==> config.mk <==
export PLATFORM = sky130hd
export DESIGN_NAME = rotate_shift_bit_unit_core
export DESIGN_NICKNAME = d
export VERILOG_FILES = /design/src/rtl/core/rsbu_pkg.sv /design/src/rtl/core/rsbu_alu.sv /design/src/rtl/core/rotate_shift_bit_unit_core.sv
export VERILOG_INCLUDE_DIRS = /design/src /design/src/rtl/core
export SDC_FILE = /design/constraint.sdc
export NUM_CORES = 1
export LEC_CHECK = 0
export ABC_AREA = 1
export BUFFER_PORTS_ARGS = -buffer_cell sky130_fd_sc_hd__buf_2
export CORE_MARGIN = 2
export CORE_UTILIZATION = 61
export DETAILED_ROUTE_END_ITERATION = 10
export PLACE_DENSITY_LB_ADDON = 0.3
export SLEW_MARGIN = 20
export SYNTH_ARGS = -nofsm -noshare
export SYNTH_HDL_FRONTEND = slang
export SYNTH_SLANG_ARGS = --single-unit
==> constraint.sdc <==
create_clock -name clk -period 7 [get_ports clk]
set_input_delay 1.05 -clock clk [delete_from_list [all_inputs] [get_ports clk]]
set_output_delay 1.05 -clock clk [all_outputs]
set_load 0.005 [all_outputs]
==> src/rtl/core/rotate_shift_bit_unit_core_defines.svh <==
// assertion macros used by the core module rotate_shift_bit_unit_core
`ifndef ROTATE_SHIFT_BIT_UNIT_CORE_DEFINES_SVH
`define ROTATE_SHIFT_BIT_UNIT_CORE_DEFINES_SVH

`ifndef SYNTHESIS

`define RSBU_ASSERT(lbl, clk, rst_n, prop) \
    lbl: assert property (@(posedge clk) disable iff (!rst_n) (prop)) \
        else $error("rsbu check failed");

`define RSBU_ASSERT_IMP(lbl, clk, rst_n, ante, cons) \
    lbl: assert property (@(posedge clk) disable iff (!rst_n) (ante) |-> (cons)) \
        else $error("rsbu implication failed");

`define RSBU_ASSERT_NEXT(lbl, clk, rst_n, ante, cons) \
    lbl: assert property (@(posedge clk) disable iff (!rst_n) (ante) |=> (cons)) \
        else $error("rsbu sequence failed");

`else

`define RSBU_ASSERT(lbl, clk, rst_n, prop)
`define RSBU_ASSERT_IMP(lbl, clk, rst_n, ante, cons)
`define RSBU_ASSERT_NEXT(lbl, clk, rst_n, ante, cons)

`endif

`endif

==> src/rtl/core/rsbu_pkg.sv <==
package rsbu_pkg;

    typedef struct packed {
        logic [7:0] opcode;
        logic [1:0] prefix_kind;
        logic       indexed;
        logic [7:0] operand;
        logic [7:0] accum_in;
        logic [7:0] flags_in;
    } rsbu_cmd_t;

    typedef struct packed {
        logic [7:0] result;
        logic [7:0] accum_out;
        logic [7:0] flags_out;
        logic       writes_back;
        logic [4:0] tstates;
        logic       illegal;
    } rsbu_rsp_t;

    // prefix kinds
    localparam logic [1:0] PFX_NONE = 2'd0;
    localparam logic [1:0] PFX_CB   = 2'd1;
    localparam logic [1:0] PFX_ED   = 2'd2;

    // unprefixed accumulator rotates
    localparam logic [7:0] OP_RLCA = 8'h07;
    localparam logic [7:0] OP_RRCA = 8'h0F;
    localparam logic [7:0] OP_RLA  = 8'h17;
    localparam logic [7:0] OP_RRA  = 8'h1F;

    // ed nibble rotates, each with its alias
    localparam logic [7:0] OP_RRD  = 8'h67;
    localparam logic [7:0] OP_RRD2 = 8'h77;
    localparam logic [7:0] OP_RLD  = 8'h6F;
    localparam logic [7:0] OP_RLD2 = 8'h7F;

    // cb groups
    localparam logic [1:0] GRP_SHIFT = 2'd0;
    localparam logic [1:0] GRP_BIT   = 2'd1;
    localparam logic [1:0] GRP_RES   = 2'd2;
    localparam logic [1:0] GRP_SET   = 2'd3;

    // cb shift kinds
    localparam logic [2:0] SHF_RLC = 3'd0;
    localparam logic [2:0] SHF_RRC = 3'd1;
    localparam logic [2:0] SHF_RL  = 3'd2;
    localparam logic [2:0] SHF_RR  = 3'd3;
    localparam logic [2:0] SHF_SLA = 3'd4;
    localparam logic [2:0] SHF_SRA = 3'd5;
    localparam logic [2:0] SHF_SLL = 3'd6;
    localparam logic [2:0] SHF_SRL = 3'd7;

    // cb register field codes
    localparam logic [2:0] REG_HL_MEM = 3'd6;
    localparam logic [2:0] REG_ACC    = 3'd7;

    localparam logic [7:0] FL_KEEP_ROT = 8'hC4;  // s z p
    localparam logic [7:0] FL_MASK_53  = 8'h28;
    localparam logic [7:0] FL_MASK_S53 = 8'hA8;

    localparam logic [4:0] TS_NONE     = 5'd0;
    localparam logic [4:0] TS_REG      = 5'd4;
    localparam logic [4:0] TS_BIT_MEM  = 5'd8;
    localparam logic [4:0] TS_MEM      = 5'd11;
    localparam logic [4:0] TS_NIBBLE   = 5'd14;
    localparam logic [4:0] TS_BIT_IDX  = 5'd16;
    localparam logic [4:0] TS_IDX      = 5'd19;

    // sign, zero, 5, 3 and even parity of a byte
    function automatic logic [7:0] szp_flags(input logic [7:0] v);
        logic [7:0] f;
        f    = v & FL_MASK_S53;
        f[6] = (v == 8'h00);
        f[2] = ~^v;
        return f;
    endfunction

endpackage

==> src/rtl/core/rsbu_alu.sv <==
module rsbu_alu
    import rsbu_pkg::*;
(
    input  rsbu_cmd_t cmd,
    output rsbu_rsp_t rsp
);

    logic [7:0] v;
    logic [7:0] a;
    logic [7:0] f;
    logic       cin;
    logic [1:0] grp;
    logic [2:0] bitno;
    logic [2:0] regno;
    logic [7:0] mask;
    logic [7:0] acc_rot;
    logic       acc_co;
    logic       acc_ok;
    logic [7:0] shf_res;
    logic       shf_co;
    logic       bit_z;
    logic       is_rrd;
    logic       is_rld;

    assign v     = cmd.operand;
    assign a     = cmd.accum_in;
    assign f     = cmd.flags_in;
    assign cin   = cmd.flags_in[0];
    assign grp   = cmd.opcode[7:6];
    assign bitno = cmd.opcode[5:3];
    assign regno = cmd.opcode[2:0];
    assign mask  = 8'h01 << bitno;
    assign bit_z = ~v[bitno];

    assign is_rrd = (cmd.opcode == OP_RRD) || (cmd.opcode == OP_RRD2);
    assign is_rld = (cmd.opcode == OP_RLD) || (cmd.opcode == OP_RLD2);

    // accumulator rotates
    always_comb
    begin
        acc_rot = a;
        acc_co  = 1'b0;
        acc_ok  = 1'b1;
        unique case (cmd.opcode)
            OP_RLCA:
            begin
                acc_rot = {a[6:0], a[7]};
                acc_co  = a[7];
            end
            OP_RRCA:
            begin
                acc_rot = {a[0], a[7:1]};
                acc_co  = a[0];
            end
            OP_RLA:
            begin
                acc_rot = {a[6:0], cin};
                acc_co  = a[7];
            end
            OP_RRA:
            begin
                acc_rot = {cin, a[7:1]};
                acc_co  = a[0];
            end
            default:
            begin
                acc_ok = 1'b0;
            end
        endcase
    end

    // cb rotates and shifts
    always_comb
    begin
        unique case (bitno)
            SHF_RLC: begin shf_res = {v[6:0], v[7]}; shf_co = v[7]; end
            SHF_RRC: begin shf_res = {v[0], v[7:1]}; shf_co = v[0]; end
            SHF_RL:  begin shf_res = {v[6:0], cin};  shf_co = v[7]; end
            SHF_RR:  begin shf_res = {cin, v[7:1]};  shf_co = v[0]; end
            SHF_SLA: begin shf_res = {v[6:0], 1'b0}; shf_co = v[7]; end
            SHF_SRA: begin shf_res = {v[7], v[7:1]}; shf_co = v[0]; end
            SHF_SLL: begin shf_res = {v[6:0], 1'b1}; shf_co = v[7]; end
            SHF_SRL: begin shf_res = {1'b0, v[7:1]}; shf_co = v[0]; end
            default: begin shf_res = v;              shf_co = 1'b0; end
        endcase
    end

    always_comb
    begin
        rsp.result      = v;
        rsp.accum_out   = a;
        rsp.flags_out   = f;
        rsp.writes_back = 1'b0;
        rsp.tstates     = TS_NONE;
        rsp.illegal     = 1'b0;
        unique case (cmd.prefix_kind)
            PFX_NONE:
            begin
                if (acc_ok)
                begin
                    rsp.result    = acc_rot;
                    rsp.accum_out = acc_rot;
                    rsp.flags_out = (f & FL_KEEP_ROT) | (acc_rot & FL_MASK_53)
                                    | {7'd0, acc_co};
                    rsp.tstates   = TS_REG;
                end
                else
                begin
                    rsp.illegal = 1'b1;
                end
            end
            PFX_CB:
            begin
                unique case (grp)
                    GRP_SHIFT:
                    begin
                        rsp.result      = shf_res;
                        rsp.flags_out   = szp_flags(shf_res) | {7'd0, shf_co};
                        rsp.writes_back = 1'b1;
                    end
                    GRP_BIT:
                    begin
                        rsp.flags_out = {(bitno == 3'd7) & v[7], bit_z, v[5], 1'b1,
                                         v[3], bit_z, 1'b0, cin};
                    end
                    GRP_RES:
                    begin
                        rsp.result      = v & ~mask;
                        rsp.writes_back = 1'b1;
                    end
                    default:
                    begin
                        rsp.result      = v | mask;
                        rsp.writes_back = 1'b1;
                    end
                endcase
                if (grp == GRP_BIT)
                    rsp.tstates = cmd.indexed ? TS_BIT_IDX :
                                  (regno == REG_HL_MEM) ? TS_BIT_MEM : TS_REG;
                else
                    rsp.tstates = cmd.indexed ? TS_IDX :
                                  (regno == REG_HL_MEM) ? TS_MEM : TS_REG;
                // register field 7 without index prefix targets the accumulator
                if (rsp.writes_back && regno == REG_ACC && !cmd.indexed)
                    rsp.accum_out = rsp.result;
            end
            PFX_ED:
            begin
                if (is_rrd || is_rld)
                begin
                    if (is_rrd)
                    begin
                        rsp.result    = {a[3:0], v[7:4]};
                        rsp.accum_out = {a[7:4], v[3:0]};
                    end
                    else
                    begin
                        rsp.result    = {v[3:0], a[3:0]};
                        rsp.accum_out = {a[7:4], v[7:4]};
                    end
                    rsp.flags_out   = szp_flags(rsp.accum_out) | {7'd0, cin};
                    rsp.writes_back = 1'b1;
                    rsp.tstates     = TS_NIBBLE;
                end
                else
                begin
                    rsp.illegal = 1'b1;
                end
            end
            default:
            begin
                rsp.illegal = 1'b1;
            end
        endcase
    end

endmodule

==> src/rtl/core/rotate_shift_bit_unit_core.sv <==
// z80 rotate, shift and bit unit
//
// command channel: cmd is taken at a rising edge where start is high and busy
// is low. busy is high only during reset and until a clock edge with rst_n high
// clears it; from then on a command may be issued in every cycle.
// result channel: rsp is valid for exactly one cycle, marked by done, and is
// taken at the edge that ends that cycle. the receiver cannot hold it off.
// path: the command is captured in the input register, then passes through
// the combinational execute logic into the result register, marked by done.
// throughput: one command per cycle, sustained, set by the single pass through
// the execute logic between the two register stages.
// reset (rst_n low, asynchronous) clears both valid bits and sets busy; any
// command in flight is dropped. the unit keeps no state between commands.
`include "rotate_shift_bit_unit_core_defines.svh"

module rotate_shift_bit_unit_core
    import rsbu_pkg::*;
(
    input  logic      clk,
    input  logic      rst_n,
    input  logic      start,
    output logic      busy,
    input  rsbu_cmd_t cmd,
    output logic      done,
    output rsbu_rsp_t rsp
);

    logic      busy_reg;
    logic      cmd_valid_reg;
    logic      cmd_valid_next;
    rsbu_cmd_t cmd_reg;
    logic      done_reg;
    rsbu_rsp_t rsp_reg;
    rsbu_rsp_t rsp_next;

    assign cmd_valid_next = start && !busy_reg;

    rsbu_alu u_alu (
        .cmd (cmd_reg),
        .rsp (rsp_next)
    );

    always_ff @(posedge clk or negedge rst_n)
    begin
        if (!rst_n)
        begin
            busy_reg      <= 1'b1;
            cmd_valid_reg <= 1'b0;
            done_reg      <= 1'b0;
        end
        else
        begin
            busy_reg      <= 1'b0;
            cmd_valid_reg <= cmd_valid_next;
            done_reg      <= cmd_valid_reg;
        end
    end

    // payload stages, no reset needed
    always_ff @(posedge clk)
    begin
        if (cmd_valid_next)
            cmd_reg <= cmd;
        if (cmd_valid_reg)
            rsp_reg <= rsp_next;
    end

    assign busy = busy_reg;
    assign done = done_reg;
    assign rsp  = rsp_reg;

    `RSBU_ASSERT_NEXT(a_transfer_reaches_output, clk, rst_n,
        cmd_valid_reg, done)
    `RSBU_ASSERT_IMP(a_illegal_is_inert, clk, rst_n,
        done && rsp.illegal, !rsp.writes_back && rsp.tstates == TS_NONE)
    `RSBU_ASSERT_IMP(a_legal_takes_time, clk, rst_n,
        done && !rsp.illegal, rsp.tstates != TS_NONE)
    `RSBU_ASSERT_IMP(a_bit_no_writeback, clk, rst_n,
        done && (rsp.tstates == TS_BIT_MEM || rsp.tstates == TS_BIT_IDX),
        !rsp.writes_back)
    `RSBU_ASSERT(a_done_needs_issue, clk, rst_n,
        !done || $past(cmd_valid_reg))

endmodule

# ---- Word-level counts from Yosys, hierarchy flattened
# Index checks and enable logic that the tools add are counted.
dict set report word_totals {
  ff_bits 69
  inputBits 38
  word_cells 96
}
dict set report op_classes {
  order_cmp 1
  n_eq_ne 21
  shift 1
  mux 29
  n_bitwise 9
  n_reduce_logical 20
}
# operator n
set ops {}
lappend ops {{one-hot mux 24 bit (3 select lines)} 1}
lappend ops {{one-hot mux 8 bit (8 select lines)} 1}
lappend ops {{2-to-1 mux 16 bit} 3}
lappend ops {{equality test 8 x 7 -> 1 bit (second input constant)} 4}
lappend ops {{one-hot mux 8 bit (4 select lines)} 1}
lappend ops {{2-to-1 mux 30 bit} 1}
lappend ops {{2-to-1 mux 24 bit} 1}
lappend ops {{bitwise OR 8 x 1 -> 8 bit} 3}
lappend ops {{one-hot mux 8 bit (3 select lines)} 1}
lappend ops {{equality test 3 bit (second input constant)} 6}
lappend ops {{equality test 8 x 5 -> 1 bit (second input constant)} 2}
lappend ops {{zero test 8 bit} 2}
lappend ops {{one-hot mux 8 bit (2 select lines)} 1}
lappend ops {{XNOR reduction 8 bit} 2}
lappend ops {{2-to-1 mux 5 bit} 3}
lappend ops {{one-hot mux 5 bit (3 select lines)} 1}
lappend ops {{OR reduction 4 bit} 3}
lappend ops {{bitwise AND 8 bit} 1}
lappend ops {{equality test 8 x 3 -> 1 bit (second input constant)} 1}
lappend ops {{equality test 8 x 4 -> 1 bit (second input constant)} 1}
lappend ops {{2-to-1 mux 4 bit} 2}
lappend ops {{2-to-1 mux 8 bit} 1}
lappend ops {{NOT 8 bit} 1}
lappend ops {{bitwise OR 8 x 6 -> 8 bit} 1}
lappend ops {{other kinds (20)} 37}

# ---- Depth between registers and ports, before layout
# Gate-level depths: netlist (run 1).
dict set report depth {
  depth_word 9
  depth_mapped 15
}

# ---- Modules after synthesis
# From an unflattened synthesis (run 1), not the netlist that was laid out.
dict set report unflattened {
  hier_cells 561
  area_unflattened_um2 4430.5
}
# mod n_inst cells_per_inst area_each_um2
set by_module_without_submodules {}
lappend by_module_without_submodules {rsbu_alu 1 489 2358.5}
lappend by_module_without_submodules {rotate_shift_bit_unit_core 1 72 2072.0}

# ---- Worst setup path after synthesis (run 1)
# No wires, ideal clock.
dict set report synth_path {
  path_type {input to register}
  startpoint {in start}
  endpoint {reg cmd_reg[0] (netlist name) (enable)}
  setup_time_ns 0.429
  arrival_time_ns 2.589
  required_time_ns 6.571
  setup_slack_ns 3.982
  cell_stages 2
  cell_sequence {inv_1 -> nor2_1}
}
dict set report synth_between {
  elab_chain_len 1
}
# item line_no
set synth_lines {}
lappend synth_lines {{start: declaration} rotate_shift_bit_unit_core.sv:21} ;# input logic start,
lappend synth_lines {{logical AND 1 bit} rotate_shift_bit_unit_core.sv:36} ;# assign cmd_valid_next = start && !busy_reg;
lappend synth_lines {{named net cmd_valid_next} rotate_shift_bit_unit_core.sv:30} ;# logic cmd_valid_next;
lappend synth_lines {{end signal: assignment} rotate_shift_bit_unit_core.sv:63} ;# cmd_reg <= cmd;
lappend synth_lines {{end: declaration} rotate_shift_bit_unit_core.sv:31} ;# rsbu_cmd_t cmd_reg;
# The timed path passes the listed nets, and every way through them passes these cells.
# A chain may end at the register's enable or synchronous reset.

==> results of run 1 <==
[worst max-delay path by stage]
stage / to / startpoint / cells after the start / slack, ns
after CTS: rsp[9]$_DFFE_PP_ / cmd_reg[30]$_DFFE_PP_ / 10 / 4.10
final: rsp[9]$_DFFE_PP_ / cmd_reg[30]$_DFFE_PP_ / 10 / 4.00
after floorplan: cmd_reg[0]$_DFFE_PP_ / start / 2 / 3.98
after detailed placement: rsp[9]$_DFFE_PP_ / cmd_reg[30]$_DFFE_PP_ / 10 / 4.11
after global routing: rsp[9]$_DFFE_PP_ / cmd_reg[30]$_DFFE_PP_ / 10 / 3.74
after global placement: rsp[9]$_DFFE_PP_ / cmd_reg[30]$_DFFE_PP_ / 10 / 4.15
[logic make-up (layout without fill, tap and decap cells)]
logic type	count (synthesis)	count (layout)	synth area share
flip-flops	69	69	0.480
other	1	1	0.000874
buffers and inverters	64	138	0.0653
AND/OR/NAND/NOR	284	284	0.295
AO/OA/AOI/OAI	84	84	0.114
XOR/XNOR	5	5	0.0102
adder cells (fa/ha/maj)	12	12	0.0350
[per-layer routing]
metal,share of wire,up-vias,track usage,wire length [um]
met1,0.39,1859,0.460,4940
met5,0,-,0,0
met3,0.11,51,0.0613,1360
li1,-,1900,-,-
met2,0.47,296,0.550,5920
met4,0.037,0,0.140,472
[stage by stage]
| step | utilization | hold slack [ns] | cells | setup slack, ns | area [um^2] |
|---|---|---|---|---|---|
| after detailed placement | 0.691 | 0.570 | 673 | 4.11 | 4690 |
| after global placement | 0.691 | 0.516 | 673 | 4.15 | 4690 |
| after CTS | 0.723 | 0.467 | 689 | 4.10 | 4910 |
| after floorplan | - | 0.502 | 519 | 3.98 | 4290 |
| final | 0.723 | 0.464 | 689 | 4.00 | 4910 |
| after global routing | 0.723 | 0.465 | 689 | 3.74 | 4910 |
[where the power goes]
part	internal (uW)	switching (uW)
Combinational	42.4	76.0
Sequential	475	16.3
Clock	200	161
[Yosys cell counts, types with 3 or more instances]
library cell	number	area [um^2]
edfxtp_1	66	1980
nor2_1	61	229
nand2_4	5	56.3
nor2_2	5	31.3
nand3_1	51	255
o22ai_1	5	31.3
o21ai_0	34	170
a21oi_1	20	100
nand2_1	139	522
o211ai_1	6	45.0
xnor2_1	4	35.0
o21a_1	4	30.0
buf_2	5	25.0
nor3_1	3	15.0
o21ai_1	3	15.0
nand2_2	4	25.0
a21oi_2	3	26.3
nand4_1	9	56.3
ha_1	12	150
inv_1	44	165
o221ai_1	4	35.0
clkbuf_1	5	18.8
clkinv_1	3	11.3
[worst max-delay path: stages, from the launching register on]
cell and delay (ns):
edfxtp_1 0.75, inv_2 0.37, nand2_1 0.11, nor2_2 0.43
inv_1 0.16, nand2_1 0.11, nand2_1 0.06, ha_1 0.30
xnor2_1 0.19, xnor2_1 0.15, o211ai_1 0.11
[final cells by class]
class                           count  share of cell area
Sequential cell                    69               0.419
Inverter                           50              0.0387
Clock inverter                      6              0.0178
Clock buffer                       10              0.0260
Timing Repair Buffer               72              0.0744
Multi-Input combinational cell    386               0.399
Tap cell                           96              0.0245
[placed cells by master, fill, tap and decap left out, drive strengths merged, types with 5 or more instances in the layout]
master,instances
o22ai,5
clkbuf,10
ha,12
o21ai,37
nand3,52
nand4,10
inv,47
o211ai,6
nor2,69
edfxtp,66
nand2,148
buf,72
clkinv,5
a21oi,23
==> impl_metrics.py, run 1 <==
metrics = {
    "place": {
        "gp_congestion": 1.01,
        "port-buffer-count": 70,
        "dp_hpwl_um": 9430,
    },
    "grt": {
        "grt_overflow": 0,
        "antenna_found_initial": 0,
        "grt_max_degree": 37,
        "grtUsageTotal": 0.342,
        "grt_pass1_vias": 3697,
        "grt_pass1_wl_um": 19200,
    },
    "layout": {
        "seqCellArea_um2": 2060,
        "area_growth_syn_to_layout_pct": 14.4,
        "layout-drive-gt1-share": 0.192,
        "fillers": 563,
        "largest_reg_flops": 35,
        "multi_input_area_um2": 1960,
        "final_nets": 638,
        "n_antenna_cell": 0,
    },
    "sta": {
        "maxClockFrequency_ghz": 0.333,
        "rsz0062_at_grt": "false",
        "finalCriticalPeriod_ns": 3.00,
        "final.setup.tns_ns": 0,
        "relSlewSlack": 0.297,
        "setup_violations": 0,
        "period_share": 0.429,
        "finalHoldViolations": 0,
        "drv_slew": 0,
        "fin_skew_ns": 0.0104,
        "tightestPinTransition_ns": 1.05,
    },
    "worst_setup_path": {
        "cp_max_fo": 27,
        "critPathRequiredTime_ns": 7.10,
        "reg2regPathDepth": 10,
        "cp_data_arrival_time_ns": 3.10,
        "reg2reg_slack_ns": 4.00,
        "cp-start-kind": "register",
        "crit_type": "register to register",
        "reg2reg_to": "rsp[9]$_DFFE_PP_",
        "end_kind": "register",
        "timing.rr.start": "cmd_reg[30]$_DFFE_PP_",
    },
    "die": {
        "coreArea_um2": 6790,
        "num_rows": 30,
        "io_pins": 71,
        "die_area_um2": 7720,
        "die_h_um": 87.9,
        "initial_core_util": 0.632,
        "die_x_um": 87.9,
    },
    "logic_synthesis": {
        "ys_seq_area_frac": 0.480,
        "ys_warn_count": 0,
        "syn_inst": 519,
        "async_reset_ff_frac": 0.0435,
        "syn_area_um2": 4290,
        "synth.distinct_cells": 42,
        "synth_edf_count": 66,
        "syn_area_per_cell_um2": 8.27,
        "syn_nets": 569,
        "ys.flop_type": "edfxtp_1",
        "synth-seq-cells": 69,
    },
    "detailed_routing": {
        "drt-vias-per-instance": 5.96,
        "vias": 4106,
        "drc": 0,
        "drtIter0Drc": 465,
        "final_antenna_net_count": 0,
        "wl_per_cell_um": 18.4,
        "drt_wl_total_um": 12700,
        "drt_pre_antenna_iters": 6,
    },
    "power_and_ir_drop": {
        "power_uw": 971,
        "power.density_nw_per_um2": 198,
        "peakVddDrop_mv": 0.131,
        "p_leak_uw": 0.00218,
    },
    "clock_network": {
        "postCtsSetupBuffers": 0,
        "postCtsHoldBufs": 0,
        "cts_max_level": 3,
        "cts_resized": 0,
        "clk_latency_ns": 0.36,
        "max-clock-path-buffers": 2,
        "cts.sinks": 69,
        "root_buffer": "clkbuf_8",
        "tritoncts": "built",
        "cts_made_buffers": 9,
        "clkTransAtPathRegs_ns": 0.08,
    },
    "worst_hold_path": {
        "hp-class": "primary input to async pin",
    },
    "run_status": {
        "status": "finished clean",
    },
    "flow_run": {
        "maxCapViolations": 0,
    },
}
Power figures use the tool's default switching activity.
==> inputs of run 2 (changes only) <==
--- a/config.mk
+++ b/config.mk
@@ -6,10 +6,10 @@
 export SDC_FILE = /design/constraint.sdc
 export NUM_CORES = 1
 export LEC_CHECK = 0
-export ABC_AREA = 1
+export ABC_AREA = 0
 export BUFFER_PORTS_ARGS = -buffer_cell sky130_fd_sc_hd__buf_2
 export CORE_MARGIN = 2
-export CORE_UTILIZATION = 61
+export CORE_UTILIZATION = 51
 export DETAILED_ROUTE_END_ITERATION = 10
 export PLACE_DENSITY_LB_ADDON = 0.3
 export SLEW_MARGIN = 20
==> constraint.sdc (replaced) <==
create_clock -name clk -period 2.47 [get_ports clk]
set_input_delay 0.3705 -clock clk [delete_from_list [all_inputs] [get_ports clk]]
set_output_delay 0.3705 -clock clk [all_outputs]
set_load 0.005 [all_outputs]
==> impl_metrics.py, run 2 <==
metrics = {
    "worst_hold_path": {
        "holdCritStartpoint": "cmd[7]",
        "hold_depth": 1,
        "hp-class": "primary input to register",
        "hold_end": "cmd_reg[7]$_DFFE_PP_",
    },
    "grt": {
        "grt_pass1_vias": 3337,
        "grt_pass1_wl_um": 17700,
        "grtUsageTotal": 0.263,
        "grt_overflow": 0,
        "grt_max_degree": 37,
        "antenna_found_initial": 0,
    },
    "die": {
        "die_area_um2": 8990,
        "io_pins": 71,
        "initial_core_util": 0.520,
        "num_rows": 33,
        "die_h_um": 94.8,
        "die_x_um": 94.8,
        "coreArea_um2": 8090,
    },
    "logic_synthesis": {
        "async_reset_ff_frac": 0.0435,
        "syn_nets": 435,
        "ys_warn_count": 0,
        "ys_seq_area_frac": 0.489,
        "syn_area_um2": 4210,
        "synth.distinct_cells": 75,
        "syn_area_per_cell_um2": 10.9,
        "ys.flop_type": "edfxtp_1",
        "yosysMostFrequentCell": "edfxtp_1",
        "synth_area_leaders": "edfxtp_1 47%, o21ai_0 4.4%, mux2i_1 4.0%",
        "synth.largest_area_cell": "edfxtp_1",
        "yosys-top-cells-count": "66 x edfxtp_1, 37 x o21ai_0, 22 x nand2_1",
        "syn_inst": 385,
        "synth_top_cell_area_share": 0.471,
        "synth_edf_count": 66,
        "synth-seq-cells": 69,
    },
    "flow_run": {
        "maxCapViolations": 0,
    },
    "place": {
        "port-buffer-count": 70,
        "dpl_cell_area_um2": 4870,
        "dp_hpwl_um": 8540,
        "gp_congestion": 1.01,
        "place_ws_ns": 0.0649,
    },
    "worst_setup_path": {
        "cp-start-kind": "register",
        "cpPeakStageDelay_ns": 0.53,
        "slowest_stage": "edfxtp_1",
        "cp_num_buf_inv": 1,
        "timing.rr.start": "cmd_reg[31]$_DFFE_PP_",
        "crit_type": "register to register",
        "cp_data_arrival_time_ns": 2.47,
        "crit_path_start": "cmd_reg[31]$_DFFE_PP_",
        "end_kind": "register",
        "cp_max_fo": 6,
        "reg2reg_to": "rsp[9]$_DFFE_PP_",
        "reg2regPathDepth": 10,
        "worstPathCellList": "buf_12, nand2b_1, o221ai_2, and2_1, ha_1, xor2_1, xnor2_1, o21ai_1, o221ai_1, o211ai_1",
        "cp_top_family": "flip-flops",
        "reg2reg_slack_ns": 0.08,
        "critPathRequiredTime_ns": 2.56,
    },
    "clock_network": {
        "cts.sinks": 69,
        "clk_latency_ns": 0.36,
        "root_buffer": "clkbuf_8",
        "max-clock-path-buffers": 2,
        "cts_made_buffers": 9,
        "clkTransAtPathRegs_ns": 0.08,
        "tritoncts": "built",
        "cts_max_level": 3,
    },
    "power_and_ir_drop": {
        "power.density_nw_per_um2": 516,
        "p_int_uw": 2000,
        "peakVddDrop_mv": 0.356,
        "sequentialPowerShare": 0.515,
        "p_leak_uw": 0.00204,
        "switching_share": 0.255,
        "p_sw_uw": 683,
        "power_frac_clock": 0.335,
        "p_comb_frac": 0.150,
    },
    "layout": {
        "final_nets": 532,
        "layout-drive-gt1-share": 0.341,
        "final_common_cell": "buf_2",
        "final_area_um2": 5200,
        "area_growth_syn_to_layout_pct": 23.5,
        "n_antenna_cell": 0,
        "final_cell_mix": "70 x buf_2, 66 x edfxtp_1, 41 x buf_4, 36 x o21ai_0, 21 x nand2_1",
        "largest_reg_flops": 35,
    },
    "detailed_routing": {
        "drc": 0,
        "drt-vias-per-instance": 6.31,
        "vias": 3733,
        "drt_wl_total_um": 11600,
        "drtIter0Drc": 382,
        "wl_per_cell_um": 19.7,
        "final_antenna_net_count": 0,
        "drt_pre_antenna_iters": 5,
    },
    "sta": {
        "fin_skew_ns": 0.0140,
        "relSlewSlack": 0.653,
        "drv_slew": 0,
        "tightestPinTransition_ns": 0.521,
        "period_share": 0.967,
        "finalCriticalPeriod_ns": 2.39,
        "setup_violations": 0,
        "maxClockFrequency_ghz": 0.419,
        "finalHoldViolations": 0,
        "setup_ws_ns": 0.0821,
    },
    "run_status": {
        "status": "finished clean",
    },
}
-- run 2: changes by cell type after synthesis, moves of 6 or more --
cell	change
nand3_1	-46
nor2_1	-48
inv_1	-30
clkbuf_1	+9
nand2_1	-117
a21oi_1	-7
nand4_1	-6
mux2i_1	+17
-- run 2: cell type report --
cell class	instances	area, um^2
Inverter	14	52.6
Clock inverter	6	65.1
Timing Repair Buffer	116	744
Tap cell	105	131
Multi-Input combinational cell	272	2020
Fill cell	655	2900
Sequential cell	69	2060
Clock buffer	10	128
-- run 2: worst max-delay path by stage --
stage | to | slack (ns) | cells past startpoint
after floorplan | cmd_reg[0]$_DFFE_PP_ | 0.07 | 1
final | rsp[9]$_DFFE_PP_ | 0.08 | 10
after global placement | rsp[9]$_DFFE_PP_ | 0.14 | 8
after global routing | rsp[9]$_DFFE_PP_ | -0.01 | 10
after CTS | rsp[9]$_DFFE_PP_ | 0.04 | 9
after detailed placement | rsp[9]$_DFFE_PP_ | 0.06 | 9
-- run 2: stage by stage --
stage | TNS (ns) | instances | utilization | total power [uW] | hold slack [ns]
after floorplan | 0 | 385 | - | 1630 | 0.0749
after global placement | 0 | 570 | 0.602 | 1770 | 0.165
after detailed placement | 0 | 570 | 0.602 | 1780 | 0.168
after CTS | 0 | 587 | 0.627 | 2670 | 0.171
after global routing | -0.0132 | 592 | 0.642 | 2790 | 0.176
final | 0 | 592 | 0.642 | 2680 | 0.184
-- run 2: timing repair --
item / in CTS / in global routing
setup endpoints to repair: 0 / 1
hold buffers: 1 / 0
buffers inserted: 0 / 4
resized for setup: 0 / 16
endpoints found under the hold margin: 3 / 0
-- run 2: worst reg2reg max path, delay by kind of cell, from the launching register on --
family          cells  cell delay (ns)
flops               1             0.53
compound gates      4             0.52
xor+xnor            2             0.30
simple gates        2             0.30
fa+ha+maj           1             0.28
buf+inv             1             0.19
-- run 2: kinds of logic (layout without fill, tap and decap cells) --
| family | after synthesis | count (layout) | share of synthesized area |
|---|---|---|---|
| DFF | 69 | 69 | 0.489 |
| and+or+nand+nor | 96 | 96 | 0.135 |
| AOI/OAI and AO/OA | 136 | 136 | 0.225 |
| other | 1 | 1 | 0.000891 |
| adders and majority gates | 12 | 12 | 0.0357 |
| muxes | 21 | 21 | 0.0538 |
| buffers and inverters | 44 | 146 | 0.0485 |
| xor gates and xnor gates | 6 | 6 | 0.0125 |
-- run 2: routing by layer --
layer	track usage	wire, um
met1	0.366	4710
met3	0.0471	1260
met4	0.143	520
met2	0.391	5150
met5	0	0
-- run 2: power groups by stage --
stage          logic (uW)  registers, uW  clock network (uW)
2_1_floorplan         221           1400                   0
3_3_place_gp          368           1400                   0
3_5_place_dp          372           1400                   0
4_1_cts               375           1380                 918
5_1_grt               439           1380                 966
6_report              403           1380                 898
